## src/hdl/magnetometer_poll_sequencer_unit_assert.svh

```systemverilog
// assertion macros for the magnetometer poll sequencer
`ifndef MAGNETOMETER_POLL_SEQUENCER_UNIT_ASSERT_SVH
`define MAGNETOMETER_POLL_SEQUENCER_UNIT_ASSERT_SVH

// same-cycle implication, disabled while reset is asserted
`define MPS_ASSERT_NOW(label, clk, rst_n, ante, cons) \
  label: assert property (@(posedge clk) disable iff (!rst_n) (ante) |-> (cons)) \
    else $error("mps assertion failed");

// next-cycle implication, disabled while reset is asserted
`define MPS_ASSERT_NEXT(label, clk, rst_n, ante, cons) \
  label: assert property (@(posedge clk) disable iff (!rst_n) (ante) |=> (cons)) \
    else $error("mps assertion failed");

`endif

```

## src/hdl/mps_pkg.sv

```systemverilog
// shared types, codes and helpers of the magnetometer poll sequencer
`default_nettype none
package mps_pkg;

  localparam int unsigned AxisW     = 18;
  localparam int unsigned TimeW     = 32;
  localparam int unsigned CountW    = 16;
  localparam int unsigned TimeoutW  = 8;
  localparam int unsigned InDataW   = 104;
  localparam int unsigned OutDataW  = 112;
  localparam int unsigned CfgIndexW = 2;
  localparam int unsigned CfgDataW  = 8;
  localparam int unsigned StatusDoneBit = 0;
  localparam logic [CountW-1:0]   CountMax     = '1;
  localparam logic [TimeoutW-1:0] TimeoutReset = 8'd15;

  typedef enum logic [1:0] {
    RES_OK        = 2'd0,
    RES_BUSY      = 2'd1,
    RES_BUS_ERROR = 2'd2,
    RES_TIMEOUT   = 2'd3
  } result_code_e;

  typedef enum logic [CfgIndexW-1:0] {
    CFG_SENSOR_READY = 2'd0,
    CFG_TIMEOUT_MS   = 2'd1
  } cfg_index_e;

  typedef struct packed {
    logic                sensor_ready;
    logic [TimeoutW-1:0] timeout_ms;
  } cfg_t;

  typedef struct packed {
    logic [TimeW-1:0] now_ms;
    logic             trigger_ok;
    logic             status_ok;
    logic [7:0]       status_byte;
    logic             data_ok;
    logic [7:0]       x_high;
    logic [7:0]       x_low;
    logic [7:0]       y_high;
    logic [7:0]       y_low;
    logic [7:0]       z_high;
    logic [7:0]       z_low;
    logic [7:0]       axis_lsbs;
  } item_t;

  typedef struct packed {
    logic                    pending;
    logic [TimeW-1:0]        start_time;
    logic                    online;
    logic [CountW-1:0]       failures;
    logic signed [AxisW-1:0] axis_x;
    logic signed [AxisW-1:0] axis_y;
    logic signed [AxisW-1:0] axis_z;
    logic [TimeW-1:0]        sample_time;
  } mps_state_t;

  typedef struct packed {
    result_code_e            code;
    logic                    online;
    logic [CountW-1:0]       fail_count;
    logic signed [AxisW-1:0] field_x;
    logic signed [AxisW-1:0] field_y;
    logic signed [AxisW-1:0] field_z;
    logic [TimeW-1:0]        last_update_ms;
  } result_t;

  // raw 18-bit value minus the mid-scale centre: flipping the top bit does it
  function automatic logic signed [AxisW-1:0] assemble_axis(
    input logic [7:0] hi,
    input logic [7:0] lo,
    input logic [1:0] two
  );
    logic [AxisW-1:0] raw;
    raw = {hi, lo, two};
    return $signed({~raw[AxisW-1], raw[AxisW-2:0]});
  endfunction

endpackage
`default_nettype wire

```

## src/hdl/magnetometer_poll_sequencer_unit.sv

```systemverilog
// top level of the magnetometer poll sequencer
// Each input beat is one poll of the sensor: the time and the outcome of the
// trigger write, status read and data read. The block answers every poll with
// exactly one result beat (code, online flag, error count, latest field values
// and sample time). It takes one beat per clock while the output side accepts
// results; a beat lands in an input register, the step logic forms the state
// update and result from it, and the result is held in an output register
// until taken. The step logic updates the state combinationally, which sets
// the one-beat-per-cycle rate. Configuration writes are taken at any edge
// with cfg_we_i high and should only be made while the block is idle;
// indexes beyond the two registers are ignored.
`default_nettype none
`include "magnetometer_poll_sequencer_unit_assert.svh"
module magnetometer_poll_sequencer_unit
  import mps_pkg::*;
(
  input  wire                 clk_i,
  input  wire                 rst_ni,
  // configuration write port
  input  wire                 cfg_we_i,
  input  wire [CfgIndexW-1:0] cfg_index_i,
  input  wire [CfgDataW-1:0]  cfg_wdata_i,
  // poll beats in
  input  wire                 s_axis_tvalid_i,
  output logic                s_axis_tready_o,
  // now_ms, trigger_ok, status_ok, status_byte, data_ok, x_high, x_low,
  // y_high, y_low, z_high, z_low, axis low bits, zero fill
  input  wire [InDataW-1:0]   s_axis_tdata_i,
  // result beats out
  output logic                m_axis_tvalid_o,
  input  wire                 m_axis_tready_i,
  // result_code, online, fail count, field_x, field_y, field_z,
  // last_update_ms, zero fill
  output logic [OutDataW-1:0] m_axis_tdata_o
);

  cfg_t       cfg_q;
  item_t      in_item_q;
  logic       in_valid_q;
  mps_state_t state_q, state_d;
  result_t    res_d, out_q;
  logic       out_valid_q;
  logic       advance;
  item_t      in_item;

  // unpack the input beat
  assign in_item.now_ms      = s_axis_tdata_i[31:0];
  assign in_item.trigger_ok  = s_axis_tdata_i[32];
  assign in_item.status_ok   = s_axis_tdata_i[33];
  assign in_item.status_byte = s_axis_tdata_i[41:34];
  assign in_item.data_ok     = s_axis_tdata_i[42];
  assign in_item.x_high      = s_axis_tdata_i[50:43];
  assign in_item.x_low       = s_axis_tdata_i[58:51];
  assign in_item.y_high      = s_axis_tdata_i[66:59];
  assign in_item.y_low       = s_axis_tdata_i[74:67];
  assign in_item.z_high      = s_axis_tdata_i[82:75];
  assign in_item.z_low       = s_axis_tdata_i[90:83];
  assign in_item.axis_lsbs   = s_axis_tdata_i[98:91];

  // handshake: the staged beat moves on when the output register frees up
  assign advance         = in_valid_q && (!out_valid_q || m_axis_tready_i);
  assign s_axis_tready_o = !in_valid_q || advance;

  // configuration registers
  always_ff @(posedge clk_i or negedge rst_ni) begin
    if (!rst_ni) begin
      cfg_q.sensor_ready <= 1'b0;
      cfg_q.timeout_ms   <= TimeoutReset;
    end else if (cfg_we_i) begin
      case (cfg_index_i)
        CFG_SENSOR_READY: cfg_q.sensor_ready <= cfg_wdata_i[0];
        CFG_TIMEOUT_MS:   cfg_q.timeout_ms   <= cfg_wdata_i[TimeoutW-1:0];
        default: ;
      endcase
    end
  end

  // input stage valid
  always_ff @(posedge clk_i or negedge rst_ni) begin
    if (!rst_ni) begin
      in_valid_q <= 1'b0;
    end else if (s_axis_tready_o) begin
      in_valid_q <= s_axis_tvalid_i;
    end
  end

  // input stage payload
  always_ff @(posedge clk_i) begin
    if (s_axis_tvalid_i && s_axis_tready_o) begin
      in_item_q <= in_item;
    end
  end

  // step logic
  mps_step u_step (
    .cfg_i    (cfg_q),
    .state_i  (state_q),
    .item_i   (in_item_q),
    .state_o  (state_d),
    .result_o (res_d)
  );

  // sequencer state
  always_ff @(posedge clk_i or negedge rst_ni) begin
    if (!rst_ni) begin
      state_q.pending     <= 1'b0;
      state_q.start_time  <= '0;
      state_q.online      <= 1'b1;
      state_q.failures    <= '0;
      state_q.axis_x      <= '0;
      state_q.axis_y      <= '0;
      state_q.axis_z      <= '0;
      state_q.sample_time <= '0;
    end else if (advance) begin
      state_q <= state_d;
    end
  end

  // output register valid
  always_ff @(posedge clk_i or negedge rst_ni) begin
    if (!rst_ni) begin
      out_valid_q <= 1'b0;
    end else if (advance) begin
      out_valid_q <= 1'b1;
    end else if (m_axis_tready_i) begin
      out_valid_q <= 1'b0;
    end
  end

  // output register payload
  always_ff @(posedge clk_i) begin
    if (advance) begin
      out_q <= res_d;
    end
  end

  // pack the result beat
  assign m_axis_tvalid_o = out_valid_q;
  assign m_axis_tdata_o  = {7'b0, out_q.last_update_ms, out_q.field_z, out_q.field_y,
                            out_q.field_x, out_q.fail_count, out_q.online, out_q.code};

  // checks
  `MPS_ASSERT_NEXT(a_advance_fills_out, clk_i, rst_ni, advance, out_valid_q)
  `MPS_ASSERT_NEXT(a_count_never_drops, clk_i, rst_ni, 1'b1,
                   state_q.failures >= $past(state_q.failures))
  `MPS_ASSERT_NOW(a_ok_means_online, clk_i, rst_ni,
                  out_valid_q && (out_q.code == RES_OK), out_q.online)
  `MPS_ASSERT_NEXT(a_timeout_clears, clk_i, rst_ni,
                   advance && (res_d.code == RES_TIMEOUT),
                   !state_q.pending && !state_q.online)
  `MPS_ASSERT_NOW(a_empty_stage_ready, clk_i, rst_ni, !in_valid_q, s_axis_tready_o)

endmodule
`default_nettype wire

```

## src/hdl/mps_step.sv

```systemverilog
// one poll step: next sequencer state and the result beat
`default_nettype none
module mps_step
  import mps_pkg::*;
(
  input  wire cfg_t       cfg_i,
  input  wire mps_state_t state_i,
  input  wire item_t      item_i,
  output mps_state_t      state_o,
  output result_t         result_o
);

  logic                fail;
  result_code_e        code;
  logic [TimeW-1:0]    elapsed;
  logic                late;

  // wrapping elapsed time against the limit
  assign elapsed = item_i.now_ms - state_i.start_time;
  assign late    = elapsed > {{(TimeW-TimeoutW){1'b0}}, cfg_i.timeout_ms};

  // decision tree of one poll
  always_comb begin
    state_o = state_i;
    fail    = 1'b0;
    code    = RES_BUSY;
    if (!cfg_i.sensor_ready) begin
      state_o.online = 1'b0;
      code           = RES_BUS_ERROR;
    end else if (!state_i.pending) begin
      if (!item_i.trigger_ok) begin
        fail = 1'b1;
        code = RES_BUS_ERROR;
      end else begin
        state_o.pending    = 1'b1;
        state_o.start_time = item_i.now_ms;
        code               = RES_BUSY;
      end
    end else if (!item_i.status_ok) begin
      state_o.pending = 1'b0;
      fail            = 1'b1;
      code            = RES_BUS_ERROR;
    end else if (!item_i.status_byte[StatusDoneBit]) begin
      if (late) begin
        state_o.pending = 1'b0;
        fail            = 1'b1;
        code            = RES_TIMEOUT;
      end else begin
        code = RES_BUSY;
      end
    end else if (!item_i.data_ok) begin
      state_o.pending = 1'b0;
      fail            = 1'b1;
      code            = RES_BUS_ERROR;
    end else begin
      state_o.axis_x      = assemble_axis(item_i.x_high, item_i.x_low,
                                          item_i.axis_lsbs[7:6]);
      state_o.axis_y      = assemble_axis(item_i.y_high, item_i.y_low,
                                          item_i.axis_lsbs[5:4]);
      state_o.axis_z      = assemble_axis(item_i.z_high, item_i.z_low,
                                          item_i.axis_lsbs[3:2]);
      state_o.sample_time = item_i.now_ms;
      state_o.online      = 1'b1;
      state_o.pending     = 1'b0;
      code                = RES_OK;
    end
    // failure bookkeeping with a saturating count
    if (fail) begin
      state_o.online = 1'b0;
      if (state_i.failures != CountMax) begin
        state_o.failures = state_i.failures + 1'b1;
      end
    end
  end

  // result fields reflect the state after this poll
  always_comb begin
    result_o.code           = code;
    result_o.online         = state_o.online;
    result_o.fail_count     = state_o.failures;
    result_o.field_x        = state_o.axis_x;
    result_o.field_y        = state_o.axis_y;
    result_o.field_z        = state_o.axis_z;
    result_o.last_update_ms = state_o.sample_time;
  end

endmodule
`default_nettype wire
```

## config.mk

```make
export PLATFORM = sky130hd
export DESIGN_NAME = magnetometer_poll_sequencer_unit
export DESIGN_NICKNAME = d
export VERILOG_FILES = /design/src/hdl/mps_pkg.sv /design/src/hdl/magnetometer_poll_sequencer_unit.sv /design/src/hdl/mps_step.sv
export VERILOG_INCLUDE_DIRS = /design/src /design/src/hdl
export SDC_FILE = /design/constraint.sdc
export NUM_CORES = 1
export LEC_CHECK = 0
export BUFFER_PORTS_ARGS = -buffer_cell sky130_fd_sc_hd__clkbuf_2
export CORE_MARGIN = 2
export CORE_UTILIZATION = 45
export CTS_BUF_LIST = sky130_fd_sc_hd__clkbuf_4 sky130_fd_sc_hd__clkbuf_8
export CTS_CLUSTER_SIZE = 8
export DETAILED_ROUTE_END_ITERATION = 8
export PLACE_DENSITY_LB_ADDON = 0.25
export SLEW_MARGIN = 20
export SYNTH_ARGS = -nofsm -noshare
export SYNTH_HDL_FRONTEND = slang
export SYNTH_SLANG_ARGS = --single-unit
```

## constraint.sdc

```tcl
create_clock -name clk_i -period 8.35 [get_ports clk_i]
set_input_delay 0.4175 -clock clk_i [delete_from_list [all_inputs] [get_ports clk_i]]
set_output_delay 0.4175 -clock clk_i [all_outputs]
set_load 0.1 [all_outputs]
```

==> results of run 1 <==
per-stage QoR:
stage          hold WS (ns)  power [mW]  setup WS (ns)
6_report             0.0496        6.57           3.74
5_1_grt              0.0297        6.96           3.40
4_1_cts             0.00312        6.62           3.68
3_5_place_dp          0.457        5.00           3.71
3_3_place_gp          0.451        4.95           3.73
2_1_floorplan         0.122        4.52           3.51
report_power, final:
part | leakage [nW] | internal [mW] | switching [mW]
Clock | 0.663 | 0.884 | 0.675
Combinational | 4.21 | 0.798 | 1.76
Sequential | 3.82 | 2.26 | 0.195
Total | 8.70 | 3.95 | 2.63
state kept, by name (all words and copies together) (netlist names):
signal / count
state_q: 136
m_axis_tdata_o: 105
in_item_q: 90
in_valid_q: 1
cfg_q: 9
m_axis_tvalid_o: 1
worst max-delay path, delay by kind of cell (launching register included):
| family | cells | cell delay (ns) |
|---|---|---|
| simple gates | 6 | 1.65 |
| fa+ha+maj | 3 | 0.91 |
| compound gates | 5 | 0.85 |
| mux | 1 | 0.34 |
| flops | 1 | 0.32 |
| xor+xnor | 1 | 0.18 |
| buf+inv | 1 | 0.10 |
Yosys cell counts (18+ instances only):
| cell | number | area share (%) |
|---|---|---|
| sky130_fd_sc_hd__nand2_1 | 317 | 7.7 |
| sky130_fd_sc_hd__edfxtp_1 | 195 | 38 |
| sky130_fd_sc_hd__dfrtp_1 | 142 | 23 |
| sky130_fd_sc_hd__mux2_2 | 120 | 8.8 |
| sky130_fd_sc_hd__inv_1 | 55 | 1.3 |
| sky130_fd_sc_hd__clkbuf_1 | 46 | 1.1 |
| sky130_fd_sc_hd__ha_1 | 40 | 3.3 |
| sky130_fd_sc_hd__nand3_1 | 36 | 1.2 |
| sky130_fd_sc_hd__a21oi_1 | 34 | 1.1 |
| sky130_fd_sc_hd__xnor2_1 | 34 | 1.9 |
| sky130_fd_sc_hd__o21ai_0 | 32 | 1.0 |
| sky130_fd_sc_hd__nor2_1 | 25 | 0.61 |
| sky130_fd_sc_hd__nand4_1 | 19 | 0.77 |
| sky130_fd_sc_hd__a21o_1 | 18 | 0.88 |
kinds of logic (layout without fill, tap and decap cells):
kind of cell / count (synthesis) / in the layout / synth area share (%)
simple gates: 462 / 462 / 13.2
flops: 342 / 342 / 62.1
compound gates: 147 / 147 / 6.40
mux: 130 / 130 / 9.50
buf+inv: 121 / 478 / 3.23
fa+ha+maj: 41 / 41 / 3.39
xor+xnor: 38 / 38 / 2.17
other cells: 1 / 10 / 0.0244
path summary, 6_finish.rpt:
path                                                 to  slack [ns]  cells past startpoint
max                        m_axis_tdata_o[17]$_DFFE_PP_        3.74                     17
min                                cfg_q[4]$_DFFE_PN0P_        0.05                      2
max reg2reg                m_axis_tdata_o[17]$_DFFE_PP_        3.74                     17
min reg2reg                      state_q[8]$_DFFE_PN0P_        0.47                      2
max in group asynchronous       state_q[97]$_DFFE_PN0P_        6.62                      3
min in group asynchronous        state_q[1]$_DFFE_PN0P_        0.44                      2
final cells by class:
type,count,area [um2],area share (%)
tap,448,561,2.95
timing repair buffer,314,2080,11.0
clock inverter,12,97.6,0.514
inverter,56,215,1.13
antenna,3,7.51,0.0395
clock buffer,96,1130,5.93
multi-input combinational,825,5370,28.3
sequential,342,9540,50.2
routing by layer:
metal	up-vias	track usage [%]	routed length, um
met3	66	4.66	2250
met4	0	7.99	973
met2	319	32.9	16800
met1	5168	25.7	15000
li1	5166	-	-
met5	-	0	0
==> impl_summary.log, run 1 <==
INFO  metric synth.yosys.seq_area_share = a little over 60%
INFO  metric final.period_utilization = ~55%
INFO  metric placement.io_buffers = about 210
INFO  metric layout-drive-gt1-share = about 28%
INFO  metric hold_path_startpoint = cfg_wdata_i[4]
INFO  metric vias_per_cell = between 5 and 6
INFO  metric critical_path.endpoint_type = flip-flop
INFO  metric detail_route.iter0.violations = around 500
INFO  metric cp.arrival = 4.98 ns
INFO  metric cts_setup_buffers = 0
INFO  metric global_route_wire_length_before_repair = between 50 and 60 mm
INFO  metric placement_rows = between 60 and 70
INFO  metric synth-edff-count = 195
INFO  metric ys_types = approximately 70
INFO  metric dpl.hpwl = approximately 22 mm
INFO  metric synthToLayoutAreaGrowth = 23.6%
INFO  metric drtPass1Iterations = 5
INFO  metric htreeDepth = 2
INFO  metric synth-seq-cells = 342
INFO  metric die-height = 189 um
INFO  metric postLayoutCellArea = ~19000 um2
INFO  metric mostFrequentLayoutCell = sky130_fd_sc_hd__nand2_1
INFO  metric synthesis.area_per_instance = approximately 12 um2
INFO  metric setup.worst_path.start_class = flip-flop
INFO  metric r2r-start = in_item_q[67]$_DFFE_PP_
INFO  metric core_area = ~34000 um2
INFO  metric numCtsBuffers = 57
INFO  metric clock_sink_count = about 340
INFO  metric route.antenna.remaining_nets = 0
INFO  metric syn_inst = roughly 1300
INFO  metric data_required_time_at_the_worst_endpoint = 8.72 ns
INFO  metric grt_start_max_net_pins = 99
INFO  metric slowest_stage = sky130_fd_sc_hd__nand4b_4
INFO  metric placedInstanceArea = between 15000 and 20000 um2
INFO  metric overflow = 0
INFO  metric combined_area_of_all_synthesized_cells = roughly 15000 um2
INFO  metric fin_cells = 2096
INFO  metric die_area = between 30000 and 40000 um2
INFO  metric final_period_minus_worst_setup_slack = 4.61 ns
INFO  metric first_global_vias = about 11000
INFO  metric io_pins = 233
INFO  metric cts_hold_buf = 97
INFO  metric crit_type = reg2reg
INFO  metric final_weighted_congestion_in_routability_driven_placement = around 0.9
INFO  metric remaining_drc_errors = 0
INFO  metric post_drt_wl_per_cell = around 17 um
INFO  metric antenna_found_initial = 3
INFO  metric crit_path_max_fanout = 35
INFO  metric drt_wl_total = between 30 and 40 mm
INFO  metric clk_root_buffer_cell = sky130_fd_sc_hd__clkbuf_8
INFO  metric cpPeakStageDelay = about 0.5 ns
INFO  metric vias = ~11000
INFO  metric outcome = complete, no violations
INFO  metric numPlacedInstances = between 1500 and 2000
INFO  metric clockBufferDepth = 3
INFO  metric worst_hold_class = in2reg
INFO  metric ys.flop_type = sky130_fd_sc_hd__edfxtp_1
INFO  metric worstSkewPairLatency = ~0.64 ns
INFO  metric timing.final.setup_violations = 0
INFO  metric maxCapViolCount = 0
INFO  metric critical_path.cell_chain = inv_1, ha_1, fa_1, nor2b_1, o2111ai_1, and3_1, xnor2_1, ha_1, a21o_1, a21oi_1, a21oi_1, nor4_1, o2111a_1, nand4_1, nand4b_4, nand3_1, mux2_1
INFO  metric peakVddDrop = approximately 0.24 mV
INFO  metric fin_worst_skew = a little under 0.03 ns
INFO  metric timing.final.hold_violations = 0
INFO  metric crit_start = in_item_q[67]$_DFFE_PP_
INFO  metric global_route.usage.total = about a fifth
INFO  metric final_cell_mix = sky130_fd_sc_hd__nand2_1 (315), sky130_fd_sc_hd__clkbuf_2 (210), sky130_fd_sc_hd__edfxtp_1 (195)
INFO  metric slew_violations = 0
INFO  metric final_util = 56.5%
INFO  metric cts.reportedPaths.clkPinSlew = ~0.060 ns
INFO  metric final_net_count = about 1800
INFO  metric postCtsResizedCells = 0
INFO  metric cts_tree = yes
INFO  metric max_freq = roughly 220 MHz
INFO  metric max-slew-margin-rel = just over 30%
INFO  metric asr_flop_ratio_synth = ~43%
INFO  metric timing_worst_slew_pin_value = 1.04 ns
INFO  metric power_density = 346 nW/um2
INFO  metric die_width = roughly 190 um
INFO  metric timing.setup.tns = 0 ns
INFO  metric setup_repair_after_global_routing_missed_its_margin = no
INFO  metric yosysWarnings = 0
INFO  metric initial_core_util = a little under half
INFO  metric total_of_fill_cells_in_the_finished_design = around 2800
INFO  metric power.static_leakage = around 8.7 nW
Note: power is estimated with default switching activity, not from simulation.
==> run 2: changes to the inputs <==
- ABC_AREA: not set -> 1
- clock period: 8.35 -> 3.7 ns (I/O delays scaled with it)
==> run 2 against run 1 <==
Utilization up 0.55 points. Critical path depth up 7. Power is 130% higher. Sequential share of layout area decreased by 1.8 points. Worst hold slack gained 0.13 ns. Clock skew decreased by 0.0061 ns. Via count rose by 16%. Clock power up 130%. Die area rose by 2.9%. Fmax grew 37%. Synthesized cell count grew 35%. Combinational power is 150% higher.
==> impl_summary.log, run 2 <==
INFO  metric core_area = approximately 35000 um2
INFO  metric overflow = 0
INFO  metric io_pins = ~230
INFO  metric final_period_minus_worst_setup_slack = about 3.4 ns
INFO  metric fin_worst_skew = between 0.02 and 0.025 ns
INFO  metric timing.final.setup_violations = 0
INFO  metric detail_route.iter0.violations = roughly 770
INFO  metric initial_core_util = ~46%
INFO  metric setup.worst_path.start_class = flip-flop
INFO  metric ys_types = 41
INFO  metric clockBufferDepth = 3
INFO  metric critical_path.cell_chain = ha_2, nand2_1, inv_1, nand2_1, nand2_1, inv_1, nand2_1, xor2_2, ha_1, nand2_1, nor2_1, nor3_1, nand2_1, nand2_1, nand2_1, nor2_1, nand2_1, nor2_1, nand2_1, nor2_4, nand3_4, buf_4, nand3_1, nand2_2
INFO  metric syn_inst = approximately 1700
INFO  metric critical_path.endpoint_type = flip-flop
INFO  metric remaining_drc_errors = 0
INFO  metric ys.flop_type = sky130_fd_sc_hd__edfxtp_1
INFO  metric grt_start_max_net_pins = 119
INFO  metric crit_path_max_fanout = 8
INFO  metric post_drt_wl_per_cell = roughly 15 um
INFO  metric vias = ~12000
INFO  metric yosysTopAreaCellShare = a little under two fifths
INFO  metric htreeDepth = 2
INFO  metric cts.reportedPaths.clkPinSlew = roughly 0.06 ns
INFO  metric max-slew-margin-rel = 42.1%
INFO  metric final_weighted_congestion_in_routability_driven_placement = ~0.88
INFO  metric numCtsBuffers = between 50 and 60
INFO  metric clock_sink_count = about 340
INFO  metric vias_per_cell = between 4 and 5
INFO  metric mostFrequentLayoutCell = sky130_fd_sc_hd__nand2_1
INFO  metric crit_type = reg2reg
INFO  metric timing.setup.tns = 0 ns
INFO  metric power_density = between 700 and 800 nW/um2
INFO  metric postLayoutCellArea = roughly 20000 um2
INFO  metric slew_violations = 0
INFO  metric dpl.hpwl = roughly 25 mm
INFO  metric synth.top_cells.by_area = sky130_fd_sc_hd__edfxtp_1 (37%), sky130_fd_sc_hd__dfrtp_1 (22%), sky130_fd_sc_hd__nand2_1 (13%)
INFO  metric worstSkewPairLatency = approximately 0.67 ns
INFO  metric combined_area_of_all_synthesized_cells = about 16000 um2
INFO  metric synthesis.area_per_instance = about 9.2 um2
INFO  metric die-height = 192 um
INFO  metric die_area = around 37000 um2
INFO  metric route.antenna.remaining_nets = 0
INFO  metric synth-edff-count = ~200
INFO  metric synthToLayoutAreaGrowth = 24.6%
INFO  metric data_required_time_at_the_worst_endpoint = roughly 4 ns
INFO  metric asr_flop_ratio_synth = 43.0%
INFO  metric layout-drive-gt1-share = a little under a fifth
INFO  metric final_cell_mix = sky130_fd_sc_hd__nand2_1 (540), sky130_fd_sc_hd__inv_1 (231), sky130_fd_sc_hd__clkbuf_2 (210)
INFO  metric final_net_count = roughly 2200
INFO  metric outcome = complete, no violations
INFO  metric worst_hold_class = in2async
INFO  metric global_route_wire_length_before_repair = ~60 mm
INFO  metric die_width = ~190 um
INFO  metric timing_worst_slew_pin_value = 0.869 ns
INFO  metric cpLargestDelayFamily = simple AND/OR/NAND/NOR gates
INFO  metric yosysWarnings = 0
INFO  metric synth-seq-cells = between 300 and 400
INFO  metric synth.yosys.seq_area_share = between 60% and 70%
INFO  metric final.period_utilization = between 90% and 100%
INFO  metric flip_flop_count_of_the_largest_register_all_copies_and_words_added = roughly 140
INFO  metric placement_rows = 68
INFO  metric cts_tree = yes
INFO  metric synthMostInstantiatedCell = sky130_fd_sc_hd__nand2_1
INFO  metric cts_setup_buffers = 0
INFO  metric clk_root_buffer_cell = sky130_fd_sc_hd__clkbuf_8
INFO  metric slowest_stage = sky130_fd_sc_hd__edfxtp_1
INFO  metric global_route.usage.total = a little over a fifth
INFO  metric cp_num_buf_inv = 3
INFO  metric peakVddDrop = between 0.6 and 0.7 mV
INFO  metric placement.io_buffers = approximately 210
INFO  metric numPlacedInstances = around 2400
INFO  metric antenna_found_initial = 1
INFO  metric synthDominantAreaCellType = sky130_fd_sc_hd__edfxtp_1
INFO  metric netlist_top_cells_count = sky130_fd_sc_hd__nand2_1 (542), sky130_fd_sc_hd__inv_1 (233), sky130_fd_sc_hd__edfxtp_1 (195), sky130_fd_sc_hd__dfrtp_1 (142), sky130_fd_sc_hd__nor2_1 (132)
INFO  metric drtPass1Iterations = 5
INFO  metric timing.final.hold_violations = 0
INFO  metric cp.arrival = 3.77 ns
INFO  metric fin_cells = approximately 2600
INFO  metric drt_wl_total = 38.2 mm
INFO  metric first_global_vias = between 10000 and 15000
INFO  metric biggest_register = state_q
INFO  metric power.static_leakage = ~9.5 nW
INFO  metric placedInstanceArea = ~17000 um2
INFO  metric maxCapViolCount = 0
INFO  metric max_freq = just under 300 MHz
INFO  metric cpPeakStageDelay = 0.40 ns
INFO  metric path_common_cell = sky130_fd_sc_hd__nand2_1
INFO  metric setup_repair_after_global_routing_missed_its_margin = no
[run 2: changes by cell type after synthesis, sizes merged, moves of 8 or more]
cell,delta
xnor2,-31
a31oi,-10
nand2b,-8
nand4,-10
a21oi,+54
nand2,+248
and3,-16
o21ai,+98
a21o,-17
nor2,+114
inv,+181
nand3,+33
mux2,-127
o21a,-9
[run 2: routing by layer]
layer	routed length, um	share of wire [%]	up-vias	global-route usage (%)
met5	0	0	-	0
li1	-	-	6212	-
met2	17400	46	359	34.2
met4	1030	2.7	0	7.93
met3	2480	6.5	70	4.98
met1	17200	45	5765	28.6
[run 2: worst register-to-register path, delay by kind of cell (launching register included)]
kind | cells | cell delay [ns]
xor+xnor | 1 | 0.19
fa+ha+maj | 2 | 0.66
buf+inv | 3 | 0.30
flops | 1 | 0.40
simple gates | 18 | 1.56
[run 2: kinds of logic (layout without fill, tap and decap cells)]
logic type                 after synthesis  in the layout  share of synthesized area, %
and+or+nand+nor                        809            809                          21.2
DFF                                    342            342                          60.3
buffers and inverters                  295            677                          7.34
AOI/OAI and AO/OA                      225            225                          7.22
adders and majority gates               41             41                          3.29
xor gates and xnor gates                12             12                         0.664
other                                    1              8                        0.0237
[run 2: layout make-up]
cell class | instances | area [um2]
clock buffer | 96 | 1120
timing repair buffer | 333 | 2280
clock inverter | 12 | 110
inverter | 236 | 897
sequential | 342 | 9540
antenna | 1 | 2.50
fill | 3032 | 14800
tap | 455 | 569
multi-input combinational | 1094 | 5200
[run 2: worst paths after layout]
| kind | startpoint | endpoint | slack, ns | cells after the start |
|---|---|---|---|---|
| max in group asynchronous | rst_ni | state_q[102]$_DFFE_PN1P_ | 2.66 | 3 |
| hold reg to reg | state_q[11]$_DFFE_PN0P_ | state_q[11]$_DFFE_PN0P_ | 0.48 | 2 |
| setup reg to reg | in_item_q[73]$_DFFE_PP_ | m_axis_tdata_o[17]$_DFFE_PP_ | 0.33 | 24 |
| min in group clk_i | cfg_index_i[1] | cfg_q[1]$_DFFE_PN1P_ | 0.20 | 3 |
| setup / recovery | in_item_q[73]$_DFFE_PP_ | m_axis_tdata_o[17]$_DFFE_PP_ | 0.33 | 24 |
| hold / removal | rst_ni | cfg_q[6]$_DFFE_PN0P_ | 0.18 | 2 |
[run 2: power by group]
part           internal, mW  switching, mW  leakage [nW]  total [mW]
clock                  1.99           1.59         0.665        3.58
combinational          1.56           4.77          4.97        6.33
sequential             5.04          0.369          3.83        5.41
total                  8.59           6.73          9.47        15.3
[run 2: repair_timing]
item                                    4_1_cts  5_1_grt
endpoints found under the hold margin       177        0
hold buffers                                105        0
resized for setup                             0        7
endpoints found under the setup margin        0       26
[run 2: metrics by stage]
step	power [mW]	hold slack, ns	util (%)	setup slack, ns
global placement	11.6	0.330	50.4	0.301
detailed placement	11.7	0.326	50.4	0.266
CTS	15.4	0.149	57.0	0.234
floorplan	10.4	-0.111	-	0.271
finish	15.3	0.184	57.1	0.334
global route	16.3	0.196	57.1	0.0319
